File: config.mk
export PLATFORM = sky130hd
export DESIGN_NAME = plint_div
export DESIGN_NICKNAME = d
export VERILOG_FILES = /design/src/hdl/plint_pkg.sv /design/src/hdl/plint_div.sv
export SDC_FILE = /design/constraint.sdc
export NUM_CORES = 2
export LEC_CHECK = 0
export ABC_AREA = 1
export BUFFER_PORTS_ARGS = -buffer_cell sky130_fd_sc_hd__buf_2
export CAP_MARGIN = 10
export CORE_ASPECT_RATIO = 2
export CORE_UTILIZATION = 38
export CTS_BUF_LIST = sky130_fd_sc_hd__clkbuf_4 sky130_fd_sc_hd__clkbuf_8
export CTS_CLUSTER_SIZE = 30
export DETAILED_ROUTE_END_ITERATION = 16
export PLACE_DENSITY = 0.53
export SETUP_SLACK_MARGIN = 0.3
export SYNTH_ARGS = -nofsm -noshare
export SYNTH_HDL_FRONTEND = slang
export SYNTH_SLANG_ARGS = --single-unit
File: constraint.sdc
create_clock -name i_clk -period 7.35 [get_ports i_clk]
set_clock_uncertainty 0.2 [all_clocks]
set_input_delay 1.1025 -clock i_clk [delete_from_list [all_inputs] [get_ports i_clk]]
set_output_delay 1.1025 -clock i_clk [all_outputs]
set_load 0.005 [all_outputs]
File: src/hdl/plint_pkg.sv
// Shared types and constants for the polar line intersection pipeline.
// No dependencies; used by plint_qsin, plint_div and polar_line_intersection.
package plint_pkg;

    // Field widths of the words
    localparam int ANGLE_BITS = 16;
    localparam int COORD_BITS = 16;
    localparam int RHO_BITS   = 16;
    localparam int DIM_BITS   = 15;

    // Internal datapath widths
    localparam int TRIG_BITS = 32;                       // signed Q30 sine/cosine
    localparam int NUM_BITS  = RHO_BITS + TRIG_BITS + 1; // numerator after subtract
    localparam int DEN_BITS  = 34;                       // truncated Q30 denominator
    localparam int PROD_BITS = 2 * TRIG_BITS;            // Q60 cross products

    // Pipeline depths
    localparam int TAYLOR_TERMS = 7;
    localparam int SIN_LAT      = 2 + 2 * TAYLOR_TERMS + 1;
    localparam int DIV_LAT      = COORD_BITS + 2;
    localparam int PIPE_LAT     = 1 + SIN_LAT + 2 + DIV_LAT;

    // Fixed-point constants
    localparam logic [31:0] PI_Q30    = 32'd3373259426;
    localparam logic [30:0] ONE_Q30   = 31'h4000_0000;
    localparam logic [31:0] HALF_TURN = 32'h8000_0000;

    // Configuration register indexes
    localparam logic CFG_WIDTH  = 1'b0;
    localparam logic CFG_HEIGHT = 1'b1;

    localparam logic [DIM_BITS-1:0] WIDTH_RESET  = 15'd640;
    localparam logic [DIM_BITS-1:0] HEIGHT_RESET = 15'd480;

    typedef struct packed {
        logic signed [RHO_BITS-1:0] rho_first;
        logic [ANGLE_BITS-1:0]      theta_first;
        logic signed [RHO_BITS-1:0] rho_second;
        logic [ANGLE_BITS-1:0]      theta_second;
    } t_in_word;

    typedef struct packed {
        logic signed [COORD_BITS-1:0] cross_x;
        logic signed [COORD_BITS-1:0] cross_y;
        logic                         is_parallel;
        logic                         inside_image;
    } t_out_word;

    // Folded angle for one sine evaluation
    typedef struct packed {
        logic [31:0] g;
        logic        neg;
    } t_fold;

    // Reciprocal multipliers: floor(p/k) = (p*M) >> S, exact for p < 2^32.
    // Series divisors in order: 210, 156, 110, 72, 42, 20, 6.
    function automatic logic [32:0] recip_mult(input int k);
        logic [32:0] m;
        case (k)
            0:       m = 33'd5235769657;
            1:       m = 33'd7048151461;
            2:       m = 33'd4997780127;
            3:       m = 33'd7635497416;
            4:       m = 33'd6544712071;
            5:       m = 33'd6871947674;
            default: m = 33'd5726623062;
        endcase
        return m;
    endfunction

    function automatic logic [6:0] recip_shift(input int k);
        logic [6:0] s;
        case (k)
            0, 1:    s = 7'd40;
            2, 3:    s = 7'd39;
            4:       s = 7'd38;
            5:       s = 7'd37;
            default: s = 7'd35;
        endcase
        return s;
    endfunction

endpackage

File: src/hdl/plint_div.sv
// Pipelined restoring divider, one quotient bit a stage, truncating toward
// zero and saturating to the coordinate range. Depends on plint_pkg.
module plint_div (
    input  logic                                   i_clk,
    input  logic                                   i_en,
    input  logic signed [plint_pkg::NUM_BITS-1:0]  i_num,
    input  logic signed [plint_pkg::DEN_BITS-1:0]  i_den,
    output logic signed [plint_pkg::COORD_BITS-1:0] o_quo
);

    localparam int CB    = plint_pkg::COORD_BITS;
    localparam int REM_W = plint_pkg::DEN_BITS + 4 + CB;

    localparam logic [CB-1:0] Q_MAX  = {1'b0, {(CB-1){1'b1}}};
    localparam logic [CB-1:0] Q_HALF = {1'b1, {(CB-1){1'b0}}};

    typedef struct packed {
        logic [REM_W-1:0] rem;
        logic [REM_W-1:0] dv;
        logic [CB-1:0]    quo;
        logic             neg;
        logic             ovf;
    } t_dlane;

    t_dlane r_st [CB+1];

    logic [plint_pkg::NUM_BITS-1:0] w_an;
    logic [plint_pkg::DEN_BITS-1:0] w_ad;
    logic [REM_W-1:0]               w_dv;

    // magnitudes, divisor is 16*d, and the range check
    assign w_an = i_num[plint_pkg::NUM_BITS-1] ? 
                  plint_pkg::NUM_BITS'(-i_num) : plint_pkg::NUM_BITS'(i_num);
    assign w_ad = i_den[plint_pkg::DEN_BITS-1] ?
                  plint_pkg::DEN_BITS'(-i_den) : plint_pkg::DEN_BITS'(i_den);
    assign w_dv = REM_W'(w_ad) << 4;

    always_ff @(posedge i_clk) begin
        if (i_en) begin
            r_st[0].rem <= REM_W'(w_an);
            r_st[0].dv  <= w_dv;
            r_st[0].quo <= '0;
            r_st[0].neg <= i_num[plint_pkg::NUM_BITS-1] ^ i_den[plint_pkg::DEN_BITS-1];
            r_st[0].ovf <= REM_W'(w_an) >= (w_dv << CB);
        end
    end

    // one quotient bit per stage, most significant first
    for (genvar j = 0; j < CB; j++) begin : g_step
        localparam int SH = CB - 1 - j;
        logic [REM_W-1:0] w_trial;
        t_dlane           w_nx;

        assign w_trial = r_st[j].dv << SH;

        always_comb begin
            w_nx = r_st[j];
            if (r_st[j].rem >= w_trial) begin
                w_nx.rem     = r_st[j].rem - w_trial;
                w_nx.quo[SH] = 1'b1;
            end
        end

        always_ff @(posedge i_clk) begin
            if (i_en) begin
                r_st[j+1] <= w_nx;
            end
        end
    end

    // sign and saturation
    always_ff @(posedge i_clk) begin
        if (i_en) begin
            if (!r_st[CB].neg) begin
                o_quo <= (r_st[CB].ovf || r_st[CB].quo[CB-1]) ? Q_MAX : r_st[CB].quo;
            end else begin
                o_quo <= (r_st[CB].ovf || r_st[CB].quo > Q_HALF) ? Q_HALF : -r_st[CB].quo;
            end
        end
    end

endmodule

==> key figures, run 1 <==
Status
  • Status: did not finish
  • Halt point of the flow: global routing
  • First error: [ERROR GRT-0116] Global routing finished with congestion. Check the congestion regions in the DRC Viewer.

Placed design
  • Post-DP HPWL: 494.4 mm
  • Port Buffers: 100
  • Placed Cells: 15980
  • Post-placement cell area: 106900 µm²
  • GP Congestion: 1.165

Logic synthesis
  • Post-Synth Simple-Gate Area: 23.81%
  • XOR/XNOR share of the synthesized area: 3.838%
  • Mapped Area: 101500 µm²
  • Async set-reset flop share out of synthesis: 0%
  • Mux contribution to synthesized area: 0%
  • Post-Synth Adder-Cell Area: 7.356%
  • Avg Cell Area, Syn: 8.212 µm²
  • Register area share after synthesis: 46.99%
  • Largest family of logic cells by synthesized area: simple AND/OR/NAND/NOR gates
  • Yosys reg bits: 1589
  • Synth Area in Compound Gates: 10.37%
  • Synth Warn #: 0
  • Top_reg_cell synth: edfxtp_1
  • Post-synth EDFFs: 1589
  • Gate Count Post-Synth: 12370
  • Synth unique cells: 66
  • Mapped Nets: 13040

Clocking
  • Post-CTS Hold Fix Bufs: 1
  • Postcts setup bufs: 0
  • H-Tree Depth: 4
  • Clock Path Buffers: 4
  • Number of clock sinks: 1589
  • CTS buffer count: 245
  • Root Driver: clkbuf_8
  • Post-cts sizing count: 0

Global routing
  • First-pass GRT wire length: 1013 mm
  • Largest net degree at the start of global routing: 183
  • Grt ovf: 2017
  • Vias in the first global route: 108500
  • Gr usage total: 55.12%

Floorplanning
  • DIE WIDTH: 367.5 µm
  • Row Count: 268
  • Initial Util: 38.19%
  • Chip height: 733.1 µm
  • IO Pins: 101
-- synth_stat cells (27+ instances only) --
cell type  instances  area [µm²]
nand3_1          586        2933
xor2_1           271        2374
a31oi_1           27       168.9
a21o_1            48       360.4
o21ai_2           30       262.8
nor2_1          1426        5353
nor4_1            65       406.6
xnor2_1          174        1524
edfxtp_1        1589       47720
o21ai_0          706        3533
o21bai_1          66       495.5
buf_2             41       205.2
nand4_1          225        1408
nor3_1           146       730.7
a21oi_1          896        4484
nand2_1         3229       12120
ha_1             573        7169
inv_1           1816        6817
o21ai_1           62       310.3
o21a_1            44       330.3
nand3b_1          55       412.9
-- logic make-up after synthesis --
group,Yosys count
flip-flops,1589
AO/OA/AOI/OAI,1950
buffers and inverters,1955
adder cells (fa/ha/maj),588
AND/OR/NAND/NOR,5838
XOR/XNOR,445
-- metal layers --
layer	GRT overflow	track usage, %
met5	2	12.19
met4	572	61.16
met3	11	29.97
met2	1426	85.77
met1	6	46.37
-- through the flow --
step / utilization [%] / setup WS, ps
after floorplan: - / 3424
after global placement: 40.15 / 753.9
after detailed placement: 40.19 / 2033
after CTS: 42.10 / 1962
==> inputs of run 2 (changes only) <==
CORE_ASPECT_RATIO = unset   (was 2)
CORE_UTILIZATION = 23   (was 38)
CTS_BUF_LIST = unset   (was sky130_fd_sc_hd__clkbuf_4 sky130_fd_sc_hd__clkbuf_8)
CTS_CLUSTER_SIZE = unset   (was 30)
PLACE_DENSITY = unset   (was 0.53)
PLACE_DENSITY_LB_ADDON = 0.15   (was unset)
SETUP_SLACK_MARGIN = unset   (was 0.3)
==> run 2 against run 1 <==
Effect of this change:
- synthesized cell count unchanged
- the flow now finishes without violations
- area after synthesis unchanged
==> key figures, run 2 <==
Floorplanning
  • Initial Util: 23.15%
  • Core Box Area: 438700 µm²
  • Die ar.: 444200 µm²
  • Chip height: 666.5 µm
  • Row Count: 243
  • DIE WIDTH: 666.5 µm
  • IO Pins: 101

Worst setup path
  • Buffers & Inverters on Critical Path: 2
  • CP arrival: 5230 ps
  • Worst Setup EP: r_st[0][0]
  • Crit path from: i_num[0]
  • Startpoint types: input port
  • Worst r2r path cells: 11
  • R2R Path End: r_st[0][365]
  • Cells along the critical path: buf_2 -> inv_1 -> ha_1 -> nand2_1 -> nor2_1 -> nand3_1 -> nor2_1 -> nand2_1 -> nor2_1 -> nand4_1 -> o211ai_1 -> nand2_1 -> ha_1 -> nand2_1 -> nor2_1 -> nand3_1 -> nor3_1 -> nand3_1 -> nor2_1 -> nand3_1 -> nor2_1 -> nand2_1 -> nand2_1
  • Slowest cell on crit path: nor2_1
  • Crit Path Class: input port to flip-flop
  • Internal reg-to-reg setup slack: 3010 ps
  • Endpoint required time on the critical path: 7970 ps
  • Crit path capture type: flip-flop
  • Top delay family on crit path: simple AND/OR/NAND/NOR gates
  • Critical R2R Launch: r_st[0][245]
  • Cell count along the critical path: 23
  • Worst-path fanout max: 5
  • Slowest cell delay on critical path: 410 ps

STA
  • Achievable Freq: 0.2169 GHz
  • Final setup violation count: 0
  • Worst slew pin tran: 1158 ps
  • Final count of hold timing violations: 0
  • Post-route clock period utilization: 62.74%
  • Hold_ws: 151.7 ps
  • Shortest period the worst path allows: 4611 ps
  • RSZ-0062 raised after global routing: no
  • Setup TNS: 0 ps
  • Slew HR: 22.06%
  • Final Slew Violations: 0

Logic synthesis
  • Synth Warn #: 0
  • Most frequent cell after synthesis: nand2_1
  • Top post-synthesis cells by area: edfxtp_1, nand2_1, ha_1
  • Yosys reg bits: 1589
  • Mapped Nets: 13040
  • Synth unique cells: 66
  • Register area share after synthesis: 46.99%
  • Post-synth EDFFs: 1589
  • Avg Cell Area, Syn: 8.212 µm²
  • Mapped Area: 101500 µm²
  • Area leader, netlist: edfxtp_1
  • Yosys top cell area share: 46.99%
  • Leading cell types by count after synthesis: nand2_1, inv_1, edfxtp_1
  • Top_reg_cell synth: edfxtp_1
  • Gate Count Post-Synth: 12370
  • Async set-reset flop share out of synthesis: 0%

Global routing
  • Initial antenna violation count: 19
  • Grt ovf: 0
  • Largest net degree at the start of global routing: 145
  • Gr usage total: 17.78%
  • First-pass GRT wire length: 577.9 mm
  • Vias in the first global route: 81580

Finish
  • Multi-input logic area: 46090 µm²
  • Reg area: 47720 µm²
  • Most common cell after layout, fill and taps aside: nand2_1
  • Final design utilization: 26.32%
  • Reg with most FFs: r_st
  • Most frequent cells in the layout: nand2_1, inv_1, edfxtp_1
  • Max reg flops: 1573
  • Final std cells w/o fill: 18630
  • Area growth syn-to-layout: 13.73%
  • Top Registers: r_st (1573), o_quo (16)
  • Fillers: 48030
  • Share of post-route cells with drive strength above 1: 4.487%
  • Fin nets: 13260

Drt
  • Top Layer Used: met5
  • WL met1: 188.1 mm
  • DRC: 0
  • Vias: 84490
  • Total iterations of the first detailed-routing run: 6
  • Mean number of vias per cell: 4.535
  • Final wirelength: 407.8 mm
  • DR WL met3: 21.49 mm
  • Routed Antenna Nets: 0
  • DR WL/cell: 21.89 µm
  • DRT iter0 DRCs: 7509
  • Met2 WL: 188.3 mm

Clocking
  • CTS buffer count: 195
  • Post-cts sizing count: 0
  • Root Driver: clkbuf_16
  • CTS clk-pin slew, worst paths: 70 ps
  • Number of clock sinks: 1589
  • H-Tree Depth: 4
  • Post-CTS Hold Fix Bufs: 0
  • Clk_lat worst skew: 930 ps
  • Postcts setup bufs: 0
  • TritonCTS clock tree: built
  • Clock Path Buffers: 4

Status
  • Status: finished clean

Placed design
  • Placed Cells: 18270
  • GP Congestion: 0.9021
  • Port Buffers: 100
  • Post-DP HPWL: 337.0 mm

Pwr
  • Gate power share: 43.0%
  • Reg power frac: 33.6%
  • Switch Pwr: 0.01863 W
  • Max rail drop VDD: 0.2144 mV
  • Sw frac: 43.77%
  • Total power: 0.04256 W
  • Clock network fraction of total power: 23.4%
  • Internal Pwr Total: 0.02393 W
  • Leakage: 47.38 nW
  • Cell Pwr Density: 368.5 nW/µm²

Run
  • Max-cap violations: 0

Worst hold path
  • Hold WC Path Type: input port to flip-flop
-- run 2: cell counts after synthesis --
Identical to the previous run, type by type.
-- run 2: worst min-delay path by stage --
stage	startpoint	depth (start not counted)	end	slack, ps
6_report	i_num[0]	1	r_st[0][72]	150
3_5_place_dp	r_st[0][1273]	0	r_st[0][1399]	200
4_1_cts	i_num[0]	1	r_st[0][72]	50
2_1_floorplan	r_st[0][882]	0	r_st[0][1008]	200
5_1_grt	i_num[0]	1	r_st[0][72]	110
3_3_place_gp	r_st[0][1150]	0	r_st[0][1276]	200
-- run 2: kinds of logic (layout without fill, tap and decap cells) --
logic type / count (synthesis) / in the layout / synth area share [%]
adders and majority gates: 588 / 588 / 7.356
DFF: 1589 / 1589 / 46.99
xor gates and xnor gates: 445 / 445 / 3.838
and+or+nand+nor: 5838 / 5838 / 23.81
AOI/OAI and AO/OA: 1950 / 1950 / 10.37
other: 0 / 3 / 0
buffers and inverters: 1955 / 2337 / 7.642
-- run 2: layout make-up --
cell class | count | share of cell area [%]
Tap cell | 5880 | 6.370
Antenna cell | 3 | 0.006500
Clock inverter | 120 | 1.180
Multi-Input combinational cell | 8821 | 39.91
Timing Repair Buffer | 147 | 0.8472
Inverter | 1831 | 5.953
Clock buffer | 239 | 4.423
Sequential cell | 1589 | 41.31
-- run 2: layer usage --
metal	vias to the layer above	track usage [%]
met1	40270	24.51
met2	2103	29.28
met3	387	2.530
met5	-	0
li1	41730	-
met4	4	4.098
-- run 2: power groups by stage --
stage | Sequential [W] | Combinational (W) | Clock (W)
finish | 0.0143 | 0.0183 | 0.00996
global route | 0.0144 | 0.0203 | 0.0106
CTS | 0.0144 | 0.0181 | 0.0103
detailed placement | 0.0145 | 0.0180 | 0
global placement | 0.0146 | 0.0181 | 0
floorplan | 0.0133 | 0.0119 | 0
-- run 2: metrics by stage --
| stage | cell area, µm² | setup WS (ps) |
|---|---|---|
| after floorplan | 101500 | 3424 |
| after global placement | 109000 | 1592 |
| after detailed placement | 109000 | 1800 |
| after CTS | 115500 | 2838 |
| after global routing | 115500 | 2436 |
| final | 115500 | 2739 |
No activity file was read; power rests on OpenSTA's default activity.
